$ cat config.mk
export PLATFORM = sky130hd
export DESIGN_NAME = breath_phase_valve_blower_trim
export DESIGN_NICKNAME = d
export VERILOG_FILES = /design/src/design/bpvbt_pkg.sv /design/src/design/bpvbt_trim.sv /design/src/design/breath_phase_valve_blower_trim.sv
export SDC_FILE = /design/constraint.sdc
export NUM_CORES = 1
export LEC_CHECK = 0
export BUFFER_PORTS_ARGS = -buffer_cell sky130_fd_sc_hd__buf_2
export CAP_MARGIN = 20
export CELL_PAD_IN_SITES_DETAIL_PLACEMENT = 0
export CELL_PAD_IN_SITES_GLOBAL_PLACEMENT = 1
export CORE_MARGIN = 4
export CORE_UTILIZATION = 37
export CTS_CLUSTER_DIAMETER = 80
export DETAILED_ROUTE_END_ITERATION = 8
export PLACE_DENSITY_LB_ADDON = 0.08
export SETUP_SLACK_MARGIN = 0.2
export SYNTH_ARGS = -nofsm -noshare
export SYNTH_HDL_FRONTEND = slang
export SYNTH_SLANG_ARGS = --single-unit
export TNS_END_PERCENT = 100
$ cat constraint.sdc
create_clock -name clk -period 13.8 [get_ports clk]
set_input_delay 0.69 -clock clk [delete_from_list [all_inputs] [get_ports clk]]
set_output_delay 0.69 -clock clk [all_outputs]
set_load 0.1 [all_outputs]
$ cat src/design/bpvbt_pkg.sv
// shared types, codes and trim arithmetic for the breath phase valve and blower trim block
`default_nettype none
package bpvbt_pkg;

	localparam int unsigned SETTING_W = 16;
	localparam int unsigned FLOW_W    = 21;
	localparam int unsigned PRESS_W   = 16;
	localparam int unsigned REG_IDX_W = 2;
	localparam int unsigned IN_DATA_W = 72;
	localparam int unsigned IN_USER_W = 5;

	typedef enum logic [2:0] {
		CMD_SAVE_VALVE = 3'd0,
		CMD_TRIM_VALVE = 3'd1,
		CMD_SAVE_SPEED = 3'd2,
		CMD_TRIM_SPEED = 3'd3,
		CMD_PRELOAD    = 3'd4
	} cmd_t;

	typedef enum logic [1:0] {
		PH_NONE    = 2'd0,
		PH_EXP     = 2'd1,
		PH_INSP    = 2'd2,
		PH_PLATEAU = 2'd3
	} phase_t;

	typedef enum logic [REG_IDX_W-1:0] {
		REG_VALVE_MIN = 2'd0,
		REG_VALVE_MAX = 2'd1,
		REG_SPEED_MIN = 2'd2,
		REG_SPEED_MAX = 2'd3
	} reg_idx_t;

	typedef logic signed [FLOW_W-1:0]  flow_t;
	typedef logic signed [PRESS_W-1:0] press_t;
	typedef logic [SETTING_W-1:0]      setting_t;

	// one saved phase slot
	typedef struct packed {
		flow_t    flow;
		setting_t valve;
		press_t   press;
		setting_t speed;
	} slot_t;

	typedef struct packed {
		setting_t valve_min;
		setting_t valve_max;
		setting_t speed_min;
		setting_t speed_max;
	} limits_t;

	// valve step from flow error; quotient by 1000 found by range compares
	function automatic logic signed [4:0] valve_step(input logic signed [FLOW_W:0] diff);
		logic [FLOW_W:0] mag;
		logic            pos;
		logic signed [4:0] step;
		mag = diff[FLOW_W] ? (FLOW_W+1)'(-diff) : diff;
		pos = !diff[FLOW_W];
		if (mag < 22'd1000)
			step = 5'sd0;
		else if (mag < 22'd2000)
			step = pos ? -5'sd3 : 5'sd2;
		else if (mag < 22'd3000)
			step = pos ? -5'sd5 : 5'sd3;
		else if (mag >= 22'd4000 && mag < 22'd5000)
			step = pos ? -5'sd7 : 5'sd3;
		else if (mag >= 22'd8000 && mag < 22'd9000)
			step = pos ? -5'sd11 : 5'sd5;
		else
			step = pos ? -5'sd13 : 5'sd5;
		return step;
	endfunction

	// banded speed change from pressure error
	function automatic logic signed [9:0] speed_delta(input logic signed [PRESS_W:0] diff);
		logic [PRESS_W:0]  mag;
		logic signed [9:0] d;
		logic signed [9:0] delta;
		mag = diff[PRESS_W] ? (PRESS_W+1)'(-diff) : diff;
		d   = diff[9:0];
		if (mag < 17'd20)
			delta = 10'sd0;
		else if (mag < 17'd30)
			delta = d * 10'sd3;
		else if (mag < 17'd40)
			delta = d * 10'sd10;
		else if (diff[PRESS_W])
			delta = -10'sd500;
		else
			delta = 10'sd500;
		return delta;
	endfunction

	// low limit first, then high limit
	function automatic setting_t clamp_to(input logic signed [17:0] v,
		input setting_t lo, input setting_t hi);
		logic signed [17:0] t;
		t = v;
		if (t < $signed({2'b00, lo}))
			t = $signed({2'b00, lo});
		if (t > $signed({2'b00, hi}))
			t = $signed({2'b00, hi});
		return t[SETTING_W-1:0];
	endfunction

endpackage
`default_nettype wire

$ cat src/design/bpvbt_trim.sv
// trimmed valve setting or blower speed for one command
`default_nettype none
module bpvbt_trim import bpvbt_pkg::*; (
	input  wire cmd_t     cmd,
	input  wire phase_t   phase,
	input  wire flow_t    goal_flow,
	input  wire press_t   goal_press,
	input  wire slot_t    exp_slot,
	input  wire slot_t    insp_slot,
	input  wire limits_t  limits,
	output setting_t      result_value
);

	slot_t                   slot;
	logic signed [FLOW_W:0]  flow_err;
	logic signed [PRESS_W:0] press_err;
	logic signed [4:0]       vstep;
	logic signed [9:0]       sdelta;
	logic signed [17:0]      valve_sum;
	logic signed [17:0]      speed_sum;

	// plateau shares the inspiration slot
	assign slot = (phase == PH_EXP) ? exp_slot : insp_slot;

	assign flow_err  = {goal_flow[FLOW_W-1], goal_flow} - {slot.flow[FLOW_W-1], slot.flow};
	assign press_err = {goal_press[PRESS_W-1], goal_press}
		- {slot.press[PRESS_W-1], slot.press};

	assign vstep  = valve_step(flow_err);
	assign sdelta = speed_delta(press_err);

	assign valve_sum = $signed({2'b00, slot.valve}) + $signed({{13{vstep[4]}}, vstep});
	assign speed_sum = $signed({2'b00, slot.speed}) + $signed({{8{sdelta[9]}}, sdelta});

	always_comb begin
		case (cmd)
			CMD_TRIM_VALVE: begin
				if (phase == PH_NONE)
					result_value = exp_slot.valve;
				else
					result_value = clamp_to(valve_sum, limits.valve_min, limits.valve_max);
			end
			CMD_TRIM_SPEED: begin
				if (phase == PH_NONE)
					result_value = exp_slot.speed;
				else
					result_value = clamp_to(speed_sum, limits.speed_min, limits.speed_max);
			end
			default: result_value = '0;
		endcase
	end

endmodule
`default_nettype wire

$ cat src/design/breath_phase_valve_blower_trim.sv
// top level: command register, phase slots, limit registers and result register
// an input request is held in stage 1, then moves into the result register once that is free
// throughput: one command per cycle while the result side is not stalled, set by the single pass through the trim logic
// output register decouples the sides, so a new request is taken while a result waits if stage 1 is empty
// reset: arst_n clears both slots, the valid flags and sets limits to full range
`default_nettype none
module breath_phase_valve_blower_trim import bpvbt_pkg::*; (
	input  wire                    clk,
	input  wire                    arst_n,
	// input request
	input  wire                    s_tvalid,
	output logic                   s_tready,
	// setting_value[15:0], flow_value[36:16], press_value[52:37], peak_press[68:53], zero pad
	input  wire [IN_DATA_W-1:0]    s_tdata,
	// cmd[2:0], phase[4:3]
	input  wire [IN_USER_W-1:0]    s_tuser,
	// result request
	output logic                   m_tvalid,
	input  wire                    m_tready,
	// result_value[15:0]
	output logic [SETTING_W-1:0]   m_tdata,
	// data_ready[0]
	output logic                   m_tuser,
	// limit register writes
	input  wire                    cfg_we,
	input  wire [REG_IDX_W-1:0]    cfg_addr,
	input  wire [SETTING_W-1:0]    cfg_wdata
);

	// stage 1: registered command
	logic     valid_s1;
	cmd_t     cmd_s1;
	phase_t   phase_s1;
	setting_t setting_s1;
	flow_t    flow_s1;
	press_t   press_s1;
	press_t   peak_s1;

	// saved phase data and limits
	slot_t    exp_q, insp_q;
	slot_t    exp_nxt, insp_nxt;
	limits_t  limits_q;

	// result register
	logic     out_valid_q;
	setting_t result_q;
	logic     data_ready_q;

	logic     advance;
	setting_t trim_result;

	// stage 1 moves on when the result register is empty or being drained
	assign advance  = valid_s1 && (!out_valid_q || m_tready);
	assign s_tready = !valid_s1 || advance;

	assign m_tvalid = out_valid_q;
	assign m_tdata  = result_q;
	assign m_tuser  = data_ready_q;

	// input capture
	always_ff @(posedge clk or negedge arst_n) begin
		if (!arst_n) begin
			valid_s1 <= 1'b0;
		end else if (s_tready) begin
			valid_s1 <= s_tvalid;
		end
	end

	// payload needs no reset
	always_ff @(posedge clk) begin
		if (s_tvalid && s_tready) begin
			cmd_s1     <= cmd_t'(s_tuser[2:0]);
			phase_s1   <= phase_t'(s_tuser[4:3]);
			setting_s1 <= s_tdata[15:0];
			flow_s1    <= s_tdata[36:16];
			press_s1   <= s_tdata[52:37];
			peak_s1    <= s_tdata[68:53];
		end
	end

	// limit registers
	always_ff @(posedge clk or negedge arst_n) begin
		if (!arst_n) begin
			limits_q.valve_min <= '0;
			limits_q.valve_max <= '1;
			limits_q.speed_min <= '0;
			limits_q.speed_max <= '1;
		end else if (cfg_we) begin
			case (reg_idx_t'(cfg_addr))
				REG_VALVE_MIN: limits_q.valve_min <= cfg_wdata;
				REG_VALVE_MAX: limits_q.valve_max <= cfg_wdata;
				REG_SPEED_MIN: limits_q.speed_min <= cfg_wdata;
				REG_SPEED_MAX: limits_q.speed_max <= cfg_wdata;
				default: ;
			endcase
		end
	end

	// trim reads the slots as they were before this command
	bpvbt_trim u_trim (
		.cmd          (cmd_s1),
		.phase        (phase_s1),
		.goal_flow    (flow_s1),
		.goal_press   (press_s1),
		.exp_slot     (exp_q),
		.insp_slot    (insp_q),
		.limits       (limits_q),
		.result_value (trim_result)
	);

	// slot updates; saves in phase none store nothing, plateau writes the inspiration slot
	always_comb begin
		exp_nxt  = exp_q;
		insp_nxt = insp_q;
		case (cmd_s1)
			CMD_SAVE_VALVE: begin
				if (phase_s1 == PH_EXP) begin
					exp_nxt.valve = setting_s1;
					exp_nxt.flow  = flow_s1;
				end else if (phase_s1 == PH_INSP || phase_s1 == PH_PLATEAU) begin
					insp_nxt.valve = setting_s1;
					insp_nxt.flow  = flow_s1;
				end
			end
			CMD_SAVE_SPEED: begin
				if (phase_s1 == PH_EXP) begin
					exp_nxt.speed = setting_s1;
					exp_nxt.press = press_s1;
				end else if (phase_s1 == PH_INSP || phase_s1 == PH_PLATEAU) begin
					insp_nxt.speed = setting_s1;
					insp_nxt.press = press_s1;
				end
			end
			CMD_PRELOAD: begin
				exp_nxt.press  = press_s1;
				insp_nxt.press = peak_s1;
			end
			default: ;
		endcase
	end

	always_ff @(posedge clk or negedge arst_n) begin
		if (!arst_n) begin
			exp_q  <= '0;
			insp_q <= '0;
		end else if (advance) begin
			exp_q  <= exp_nxt;
			insp_q <= insp_nxt;
		end
	end

	// result register
	always_ff @(posedge clk or negedge arst_n) begin
		if (!arst_n) begin
			out_valid_q <= 1'b0;
		end else if (advance) begin
			out_valid_q <= 1'b1;
		end else if (m_tready) begin
			out_valid_q <= 1'b0;
		end
	end

	// data ready looks at the slot after this command's update
	always_ff @(posedge clk) begin
		if (advance) begin
			result_q     <= trim_result;
			data_ready_q <= (exp_nxt.press != '0) && (exp_nxt.flow != '0);
		end
	end

endmodule
`default_nettype wire

==> key figures, run 1 <==
Die
  • Initial Util: 0.376
  • Die footprint: 60,200 um2
  • I/O Pins: 119
  • Die Ht: 245 um
  • Core area: 55,400 um2
  • Die width: 245 um
  • Row count: 86

STA
  • Period utilization: 0.888
  • Hold Worst Slack: 0.0823 ns
  • Maximum achievable frequency: 81.6 MHz
  • Setup_tns: 0 ns
  • Slew Viols, Final: 0
  • Setup violations, final: 0
  • Final hold vios: 0
  • Slew @ Worst Pin: 1.09 ns
  • Setup Skew: 0.0154 ns
  • Final min period: 12.26 ns
  • Unrepaired setup endpoints after global routing: false
  • Worst rel slew slack: 0.273

CTS
  • Clock Pin Slew Worst Setup and Hold Paths: 0.06 ns
  • Post-CTS Resized: 0
  • Clk buf depth: 3
  • Clk_lat worst skew: 0.56 ns
  • Setup Buffers After CTS: 0
  • CTS tree: done
  • Htree depth: 2
  • Clock sinks: 295
  • Num CTS Buffers: 38
  • CTS Root Cell: clkbuf_16
  • Hold Buf Count CTS: 0

Setup path
  • WP data arrival: 12.56 ns
  • Worst setup path category: reg2reg
  • CP Capture Type: register
  • Crit-path slowest cell: a2111oi_0
  • Critical Path RT: 14.10 ns
  • CP dominant cell by count: a21oi_1
  • Crit-path max FO: 33
  • Crit start category: register
  • Critical path's largest stage delay: 0.55 ns

Drt
  • DRT iter0 DRCs: 898
  • WL final: 60.0 mm
  • Final antenna-violating net count: 0
  • DR WL/cell: 20.7 um
  • Vias/cell: 5.40
  • DR pass1 iterations: 5
  • Vias: 15.7k
  • Residual DRC count: 0

Final layout
  • Area grow syn2layout: 13.5%
  • Nets: 2,400
  • Diode count: 0
  • Layout cells sized above 1: 0.258

Logic synthesis
  • Syn nets: 2,283
  • Count of different cell masters after synthesis: 108
  • Netlist Area Pre-Place: 20,800 um2
  • Cell count after synthesis: 2,006
  • Yosys warnings: 0
  • Post-synth EDFFs: 91
  • Async S/R FF share, synth: 0.692
  • Sequential-to-total area share from yosys stat: 0.378
  • Yosys reg bits: 295
  • Syn Area/Cell: 10.4 um2
  • Main synth FF type: dfrtp_1

Pwr
  • VDD IR max: 169 uV
  • Leakage: 10.5 nW
  • Power per cell area: 271 nW/um2

Placed design
  • GPL Wtd Cong: 0.836
  • Dpl hpwl: 46.0 mm
  • IO Port Bufs: 115

Global routing
  • Grt ovf: 0
  • Number of global-route vias before repair: 16.0k
  • Pin count of the biggest net entering global routing: 79
  • Antenna violations before repair: 4
  • Global-route wire length before repair: 93.6 mm
  • Total GRT Usage: 0.199

Outcome
  • Status: finished, final reports clean

Job
  • Max-cap viol count: 0

Hold path
  • Hold Crit Class: in2async
==> logic make-up (layout without fill, tap and decap cells) <==
group / count (synthesis) / count (layout) / share of synthesized area
xor gates and xnor gates: 83 / 83 / 0.0377
adders and majority gates: 177 / 177 / 0.108
DFF: 295 / 295 / 0.378
AOI/OAI and AO/OA: 469 / 469 / 0.160
muxes: 298 / 298 / 0.159
and+or+nand+nor: 489 / 489 / 0.117
buffers and inverters: 195 / 342 / 0.0393
==> power by group <==
part / internal, mW / switching [mW] / leakage [nW]
Clock: 0.615 / 0.410 / 0.638
Combinational: 1.77 / 2.41 / 6.50
Sequential: 1.10 / 0.111 / 3.35
Total: 3.48 / 2.94 / 10.5
==> routing by layer <==
layer  global-route usage  wire [um]
met1                0.278      28700
met2                0.327      27900
met3               0.0276       2040
met4               0.0477       1270
met5                    0          0
==> sequential cells by signal, indices dropped and copies added, names as in the netlist, 2 cells and up <==
signal and flops:
peak_s1 16, m_tdata 16, limits_q 64, phase_s1 2, insp_q 69, cmd_s1 3
press_s1 16, flow_s1 21, exp_q 69, setting_s1 16
==> cells in the mapped netlist (7+ instances only) <==
library cell    n  share of area
buf_6           7         0.0038
o211ai_1       20         0.0072
a311oi_1        7         0.0029
a21o_1         52          0.019
o21a_1         14         0.0050
dfstp_2        32          0.040
nand2_1       133          0.024
nor4_1         21         0.0063
a211oi_1       18         0.0065
mux2_4          7         0.0050
nand4_1        23         0.0069
a211oi_2        7         0.0042
o21ai_0        86          0.021
o21ai_1         7         0.0017
nor2b_1        10         0.0030
nand3_1        42          0.010
a22oi_1        13         0.0047
dfrtp_1       172           0.21
a31oi_1        31         0.0093
or3_1           9         0.0027
a21oi_1       101          0.024
nor3_1         38         0.0091
xor2_1         24          0.010
mux2_2        228           0.12
nand2b_1       22         0.0066
o21bai_1       10         0.0036
and2_1         17         0.0051
nor2_1        108          0.019
edfxtp_1       91           0.13
clkbuf_1       54         0.0097
xnor2_1        53          0.022
inv_1         120          0.022
a211o_1        13         0.0055
mux2i_1        62          0.030
ha_1          171           0.10
and3_1         20         0.0060
==> worst max-delay path: cells and delay by family (launching register included) <==
family	cells	cell delay (ns)
DFF	1	0.43
adders and majority gates	7	2.26
and+or+nand+nor	13	1.88
buffers and inverters	5	0.97
muxes	3	1.00
xor gates and xnor gates	2	0.59
AOI/OAI and AO/OA	21	4.76
==> through the flow <==
stage / setup slack, ns / cell area (um2) / utilization / std cells / power, mW
after floorplan: 2.47 / 20800 / - / 2006 / 4.27
after global placement: 1.56 / 22300 / 0.403 / 2829 / 5.37
after detailed placement: 1.55 / 22300 / 0.403 / 2829 / 5.41
after CTS: 1.46 / 23600 / 0.426 / 2899 / 6.49
after global routing: 0.578 / 23600 / 0.427 / 2901 / 6.98
final: 1.54 / 23600 / 0.427 / 2901 / 6.42
==> cells in the final DEF (no fill, tap or decap), types with 9 or more instances in the layout <==
| cell type | synthesis | final |
|---|---|---|
| o21a_1 | 14 | 14 |
| buf_2 | 2 | 114 |
| nand3_1 | 42 | 42 |
| mux2_2 | 228 | 228 |
| clkbuf_16 | 0 | 41 |
| nand4_1 | 23 | 23 |
| nand2_1 | 133 | 132 |
| xnor2_1 | 53 | 53 |
| a31oi_1 | 31 | 31 |
| inv_1 | 120 | 120 |
| o211ai_1 | 20 | 20 |
| o21ai_0 | 86 | 86 |
| dfrtp_1 | 172 | 172 |
| nand2b_1 | 22 | 21 |
| and2_1 | 17 | 16 |
| edfxtp_1 | 91 | 91 |
| nor4_1 | 21 | 21 |
| dfstp_2 | 32 | 32 |
| a22oi_1 | 13 | 13 |
| clkinv_2 | 0 | 9 |
| and3_1 | 20 | 19 |
| or3_1 | 9 | 9 |
| o21bai_1 | 10 | 10 |
| nor3_1 | 38 | 38 |
| a21o_1 | 52 | 52 |
| nor2b_1 | 10 | 10 |
| a211o_1 | 13 | 13 |
| xor2_1 | 24 | 24 |
| ha_1 | 171 | 171 |
| buf_4 | 2 | 31 |
| a21oi_1 | 101 | 101 |
| mux2i_1 | 62 | 62 |
| nor2_1 | 108 | 108 |
| a211oi_1 | 18 | 18 |
==> layout make-up <==
| type | instances | area, um2 |
|---|---|---|
| fillers | 5408 | 31800 |
| multi-input cells | 1516 | 12200 |
| flip-flops and latches | 295 | 7880 |
| clock buffers | 47 | 1080 |
| well taps | 748 | 936 |
| repair buffers | 151 | 926 |
| inverters | 121 | 454 |
| clock inverters | 23 | 214 |
==> path summary, 6_finish.rpt <==
kind	depth (start not counted)	endpoint	slack (ns)	start
setup / recovery	51	m_tdata[11]	1.54	phase_s1[0]
setup reg to reg	51	m_tdata[11]	1.54	phase_s1[0]
hold reg to reg	1	m_tvalid	0.49	valid_s1
hold / removal	1	limits_q[26]	0.08	arst_n
max in group asynchronous	4	exp_q[49]	11.86	arst_n
min in group clk	1	flow_s1[13]	0.31	s_tdata[29]
No activity file was read; power rests on OpenSTA's default activity.
==> run 2: changes to the inputs <==
- BUFFER_PORTS_ARGS: -buffer_cell sky130_fd_sc_hd__buf_2 -> unset
- CORE_UTILIZATION: 37 -> 50
- DONT_BUFFER_PORTS: unset -> 1
- PLACE_DENSITY: unset -> 0.86
- PLACE_DENSITY_LB_ADDON: 0.08 -> unset
==> run 2 against run 1 <==
  * Cell count is 12% lower
  * Global-route usage is 3.8 points higher
  * Clock power barely moved
  * Total power decreased by 4.3%
  * First-iteration DRC count rose by 5.7%
  * Sequential cell count unchanged
  * Critical endpoint is now m_tdata[8]
  * Largest cell class unchanged
==> key figures, run 2 (synthesis results as in run 1) <==
Global routing
  • Antenna violations before repair: 6
  • Pin count of the biggest net entering global routing: 192
  • Grt ovf: 0
  • Total GRT Usage: 0.237
  • Number of global-route vias before repair: 15.5k
  • Global-route wire length before repair: 84.6 mm

CTS
  • CTS Root Cell: clkbuf_16
  • Clk buf depth: 3
  • Htree depth: 2
  • CTS tree: done
  • Clock sinks: 295
  • Clk_lat worst skew: 0.55 ns
  • Num CTS Buffers: 36
  • Clock Pin Slew Worst Setup and Hold Paths: 0.06 ns

STA
  • Setup_tns: 0 ns
  • Unrepaired setup endpoints after global routing: false
  • Period utilization: 0.915
  • Setup Skew: 0.0212 ns
  • Setup violations, final: 0
  • Maximum achievable frequency: 79.2 MHz
  • Slew @ Worst Pin: 1.11 ns
  • Slew Viols, Final: 0
  • Hold Worst Slack: 0.209 ns
  • Final min period: 12.63 ns
  • Worst rel slew slack: 0.255
  • Final hold vios: 0

Die
  • Initial Util: 0.508
  • I/O Pins: 119
  • Core area: 41,000 um2
  • Die footprint: 45,000 um2
  • Die Ht: 212 um
  • Die width: 212 um
  • Row count: 74

Final layout
  • Final std cells w/o fill: 2,553
  • Area grow syn2layout: 8.61%
  • Layout cells sized above 1: 0.208
  • Largest registers: exp_q (69), insp_q (69), limits_q (64)
  • Nets: 2,267
  • Commonest cells after routing, fill and taps aside: 228 x mux2_2, 172 x dfrtp_1, 170 x ha_1
  • Most common cell after layout, fill and taps aside: mux2_2

Pwr
  • Reg power frac: 0.213
  • Comb power frac: 0.625
  • Leakage: 9.92 nW
  • Power per cell area: 271 nW/um2
  • Net Sw Frac: 0.455
  • VDD IR max: 146 uV
  • Clock power frac: 0.162
  • Int Pwr: 3.35 mW
  • NetSw: 2.79 mW

Placed design
  • Dpl cells: 2,480
  • Dpl hpwl: 39.7 mm
  • IO Port Bufs: 0
  • GPL Wtd Cong: 0.883

Drt
  • Final antenna-violating net count: 0
  • Vias: 15.6k
  • DRT iter0 DRCs: 949
  • WL final: 53.4 mm
  • DR pass1 iterations: 7
  • Vias/cell: 6.09
  • DR WL/cell: 20.9 um
  • Residual DRC count: 0

Outcome
  • Status: finished, final reports clean

Setup path
  • WP data arrival: 12.92 ns
  • CP dominant cell by count: ha_1
  • R2R depth: 50
  • Crit-path max FO: 28
  • CP Capture Type: register
  • Crit-path slowest cell: edfxtp_1
  • Critical path's largest stage delay: 0.65 ns
  • Crit start category: register
  • WP buf/inv: 5
  • R2r setup slk: 1.17 ns
  • Delay-heaviest family, CP: compound AO/OA/AOI/OAI gates
  • Worst r2r src: phase_s1[1]
  • Critical Path RT: 14.08 ns
  • Worst setup path category: reg2reg
  • RR Endpoint: m_tdata[8]

Hold path
  • Hold Crit Class: in2async

Job
  • Max-cap viol count: 0
run 2: cell types whose count changed in the layout (fill, tap and decap cells not counted), moves of 3 or more:
cell / change
buf_2: -114
clkbuf_1: +3
clkinv_4: -4
buf_12: -4
clkinv_2: -7
diode_2: +3
buf_4: -14
run 2: worst reg2reg max path: cells and delay by family (launching register included):
| family | cells | cell delay (ns) |
|---|---|---|
| AO/OA/AOI/OAI | 25 | 5.69 |
| XOR/XNOR | 2 | 0.68 |
| adder cells (fa/ha/maj) | 7 | 2.14 |
| buffers and inverters | 5 | 0.63 |
| flip-flops | 1 | 0.65 |
| multiplexers | 3 | 0.87 |
| AND/OR/NAND/NOR | 8 | 1.72 |
run 2: power by group through the flow:
stage / clock [mW] / combinational, mW / sequential (mW)
global placement: 0 / 3.68 / 1.31
detailed placement: 0 / 3.77 / 1.32
finish: 0.996 / 3.84 / 1.31
global route: 1.05 / 4.25 / 1.33
CTS: 1.01 / 3.82 / 1.31
floorplan: 0 / 2.99 / 1.27
run 2: worst max-delay path by stage:
stage,from,to,slack (ns),depth (start not counted)
after floorplan,phase_s1[0],m_tdata[11],2.47,52
after global placement,phase_s1[1],m_tdata[8],1.21,48
after detailed placement,phase_s1[1],m_tdata[7],1.04,50
after CTS,phase_s1[1],m_tdata[8],0.95,50
after global routing,phase_s1[1],m_tdata[8],0.33,50
final,phase_s1[1],m_tdata[8],1.17,50
run 2: metal layers:
metal / vias up / track usage / part of all wire
li1: 7398 / - / -
met1: 7687 / 0.312 / 0.43
met2: 369 / 0.400 / 0.48
met3: 97 / 0.0369 / 0.051
met4: 4 / 0.0789 / 0.032
met5: - / 0 / 0.00049
run 2: through the flow:
stage               worst slack (ns)  area, um2   util  total power, mW
global placement                1.21      21300  0.519             4.99
floorplan                       2.47      20800      -             4.27
finish                          1.17      22600  0.552             6.14
detailed placement              1.04      21300  0.519             5.09
global route                   0.334      22600  0.552             6.62
CTS                            0.946      22600  0.550             6.14
run 2: what timing repair did:
item,4_1_cts,5_1_grt
hold buffers,2,0
endpoints found under the setup margin,0,13
hold endpoints to repair,191,0
setup buffers,0,1
resized for setup,0,2
run 2: final cells by class:
type,count,area [um2]
well taps,532,666
flip-flops and latches,295,7880
multi-input cells,1516,12200
repair buffers,20,193
inverters,121,454
clock buffers,50,1070
diodes,3,7.51
clock inverters,16,191
fillers,3504,18400
==> run 3: changes to the inputs <==
- RECOVER_POWER: unset -> 100
==> run 3 against run 2 <==
  * The flow now finishes with violations (capacitance limit, slew limit)
  * Sequential share of layout area is 0.13 points higher
  * Global-route usage stayed put
  * Via count hardly changed
  * Die area stayed put
  * Final area is 0.36% lower
  * Total power is 0.31% lower
  * Critical endpoint unchanged
==> key figures, run 3 (synthesis results as in run 1) <==
Placed design
  • GPL Wtd Cong: 0.883
  • IO Port Bufs: 0
  • Dpl hpwl: 39.7 mm

Global routing
  • Pin count of the biggest net entering global routing: 192
  • Global-route wire length before repair: 84.6 mm
  • Total GRT Usage: 0.237
  • Number of global-route vias before repair: 15.5k
  • Grt ovf: 0
  • Antenna violations before repair: 6

Setup path
  • Crit-path max FO: 28
  • Critical path's largest stage delay: 0.66 ns
  • CP dominant cell by count: ha_1
  • WP data arrival: 13.03 ns
  • Critical Path RT: 14.08 ns
  • Crit-path slowest cell: edfxtp_1
  • Crit start category: register
  • Worst setup path category: reg2reg
  • CP Capture Type: register

CTS
  • Num CTS Buffers: 36
  • CTS tree: done
  • Htree depth: 2
  • CTS Root Cell: clkbuf_16
  • Clk buf depth: 3
  • Clock Pin Slew Worst Setup and Hold Paths: 0.06 ns
  • Clock sinks: 295
  • Clk_lat worst skew: 0.55 ns

STA
  • Final hold vios: 0
  • Final min period: 12.75 ns
  • Unrepaired setup endpoints after global routing: false
  • Worst rel slew slack: -5.97
  • Setup violations, final: 0
  • Maximum achievable frequency: 78.4 MHz
  • Period utilization: 0.924
  • Slew @ Worst Pin: 10.46 ns
  • Setup Skew: 0.0220 ns
  • Slew Viols, Final: 346
  • Setup_tns: 0 ns

Final layout
  • Largest registers: exp_q (69), insp_q (69), limits_q (64)
  • Area grow syn2layout: 8.22%
  • Most common cell after layout, fill and taps aside: mux2_2
  • Nets: 2,267
  • Commonest cells after routing, fill and taps aside: 226 x mux2_2, 172 x dfrtp_1, 170 x ha_1
  • Layout cells sized above 1: 0.201

Drt
  • WL final: 53.4 mm
  • DR pass1 iterations: 5
  • Residual DRC count: 0
  • Final antenna-violating net count: 0
  • DR WL/cell: 20.9 um
  • DRT iter0 DRCs: 969
  • Vias/cell: 6.09
  • Vias: 15.6k

Outcome
  • Violated checks: capacitance limit, slew limit
  • Status: finished, violations left

Die
  • Die width: 212 um
  • Core area: 41,000 um2
  • Die footprint: 45,000 um2
  • Row count: 74
  • I/O Pins: 119
  • Initial Util: 0.508
  • Die Ht: 212 um

Pwr
  • VDD IR max: 141 uV
  • Leakage: 9.86 nW
  • Power Total: 6.12 mW
  • Power per cell area: 271 nW/um2

Hold path
  • Hold Crit Class: in2reg

Job
  • Max-cap viol count: 5
[run 3: cell types whose count changed in the layout (fill, tap and decap cells not counted), moves of 2 or more]
cell      delta
buf_4        -2
clkbuf_1     +3
mux2_2       -2
buf_16       -2
mux2_1       +6
and2_0       +2
mux2_4       -4
[run 3: routing by layer]
layer  vias up  wire length (um)  share of wire  track usage
met5         -                26        0.00049            0
met4         4              1810          0.034       0.0789
met1      7671             23200           0.44        0.312
met2       366             25700           0.48        0.400
met3       103              2620          0.049       0.0369
li1       7410                 -              -            -
[run 3: where the power goes]
part / switching, mW / internal, mW
registers: 0.207 / 1.10
logic: 2.19 / 1.63
clock network: 0.393 / 0.604
[run 3: critical path: cells and delay by family (launching register included)]
kind                       cells  cell delay [ns]
AOI/OAI and AO/OA             25             5.67
adders and majority gates      7             2.14
and+or+nand+nor                8             1.72
muxes                          3             0.88
buffers and inverters          5             0.71
xor gates and xnor gates       2             0.67
DFF                            1             0.66
[run 3: worst paths after layout]
| check | startpoint | end | slack, ns | cells after the start |
|---|---|---|---|---|
| hold reg to reg | insp_q[32] | insp_q[32] | 0.50 | 1 |
| max in group asynchronous | arst_n | insp_q[30] | 3.73 | 1 |
| min in group asynchronous | arst_n | limits_q[32] | 1.00 | 1 |
| setup / recovery | phase_s1[1] | m_tdata[8] | 1.05 | 50 |
| setup reg to reg | phase_s1[1] | m_tdata[8] | 1.05 | 50 |
| hold / removal | s_tdata[21] | flow_s1[5] | 0.23 | 0 |
[run 3: per-stage QoR]
stage / hold slack (ns) / cells / instance area, um2 / worst slack (ns) / utilization
2_1_floorplan: 0.394 / 2006 / 20800 / 2.47 / -
3_3_place_gp: 0.399 / 2479 / 21300 / 1.21 / 0.519
3_5_place_dp: 0.399 / 2480 / 21300 / 1.04 / 0.519
4_1_cts: 0.203 / 2548 / 22600 / 0.946 / 0.550
5_1_grt: 0.205 / 2553 / 22500 / 0.198 / 0.550
6_report: 0.228 / 2553 / 22500 / 1.05 / 0.550
[run 3: what timing repair did]
item / CTS / global route
gates resized for setup: 0 / 2
setup endpoints to repair: 0 / 13
hold buffers: 2 / 0
buffers inserted: 0 / 1
endpoints found under the hold margin: 191 / 0
[run 3: layout make-up]
class	count	area, um2
Clock inverter	16	191
Multi-Input combinational cell	1516	12100
Antenna cell	3	7.51
Clock buffer	50	1070
Tap cell	532	666
Timing Repair Buffer	20	139
Fill cell	3518	18500
Inverter	121	454
Sequential cell	295	7880
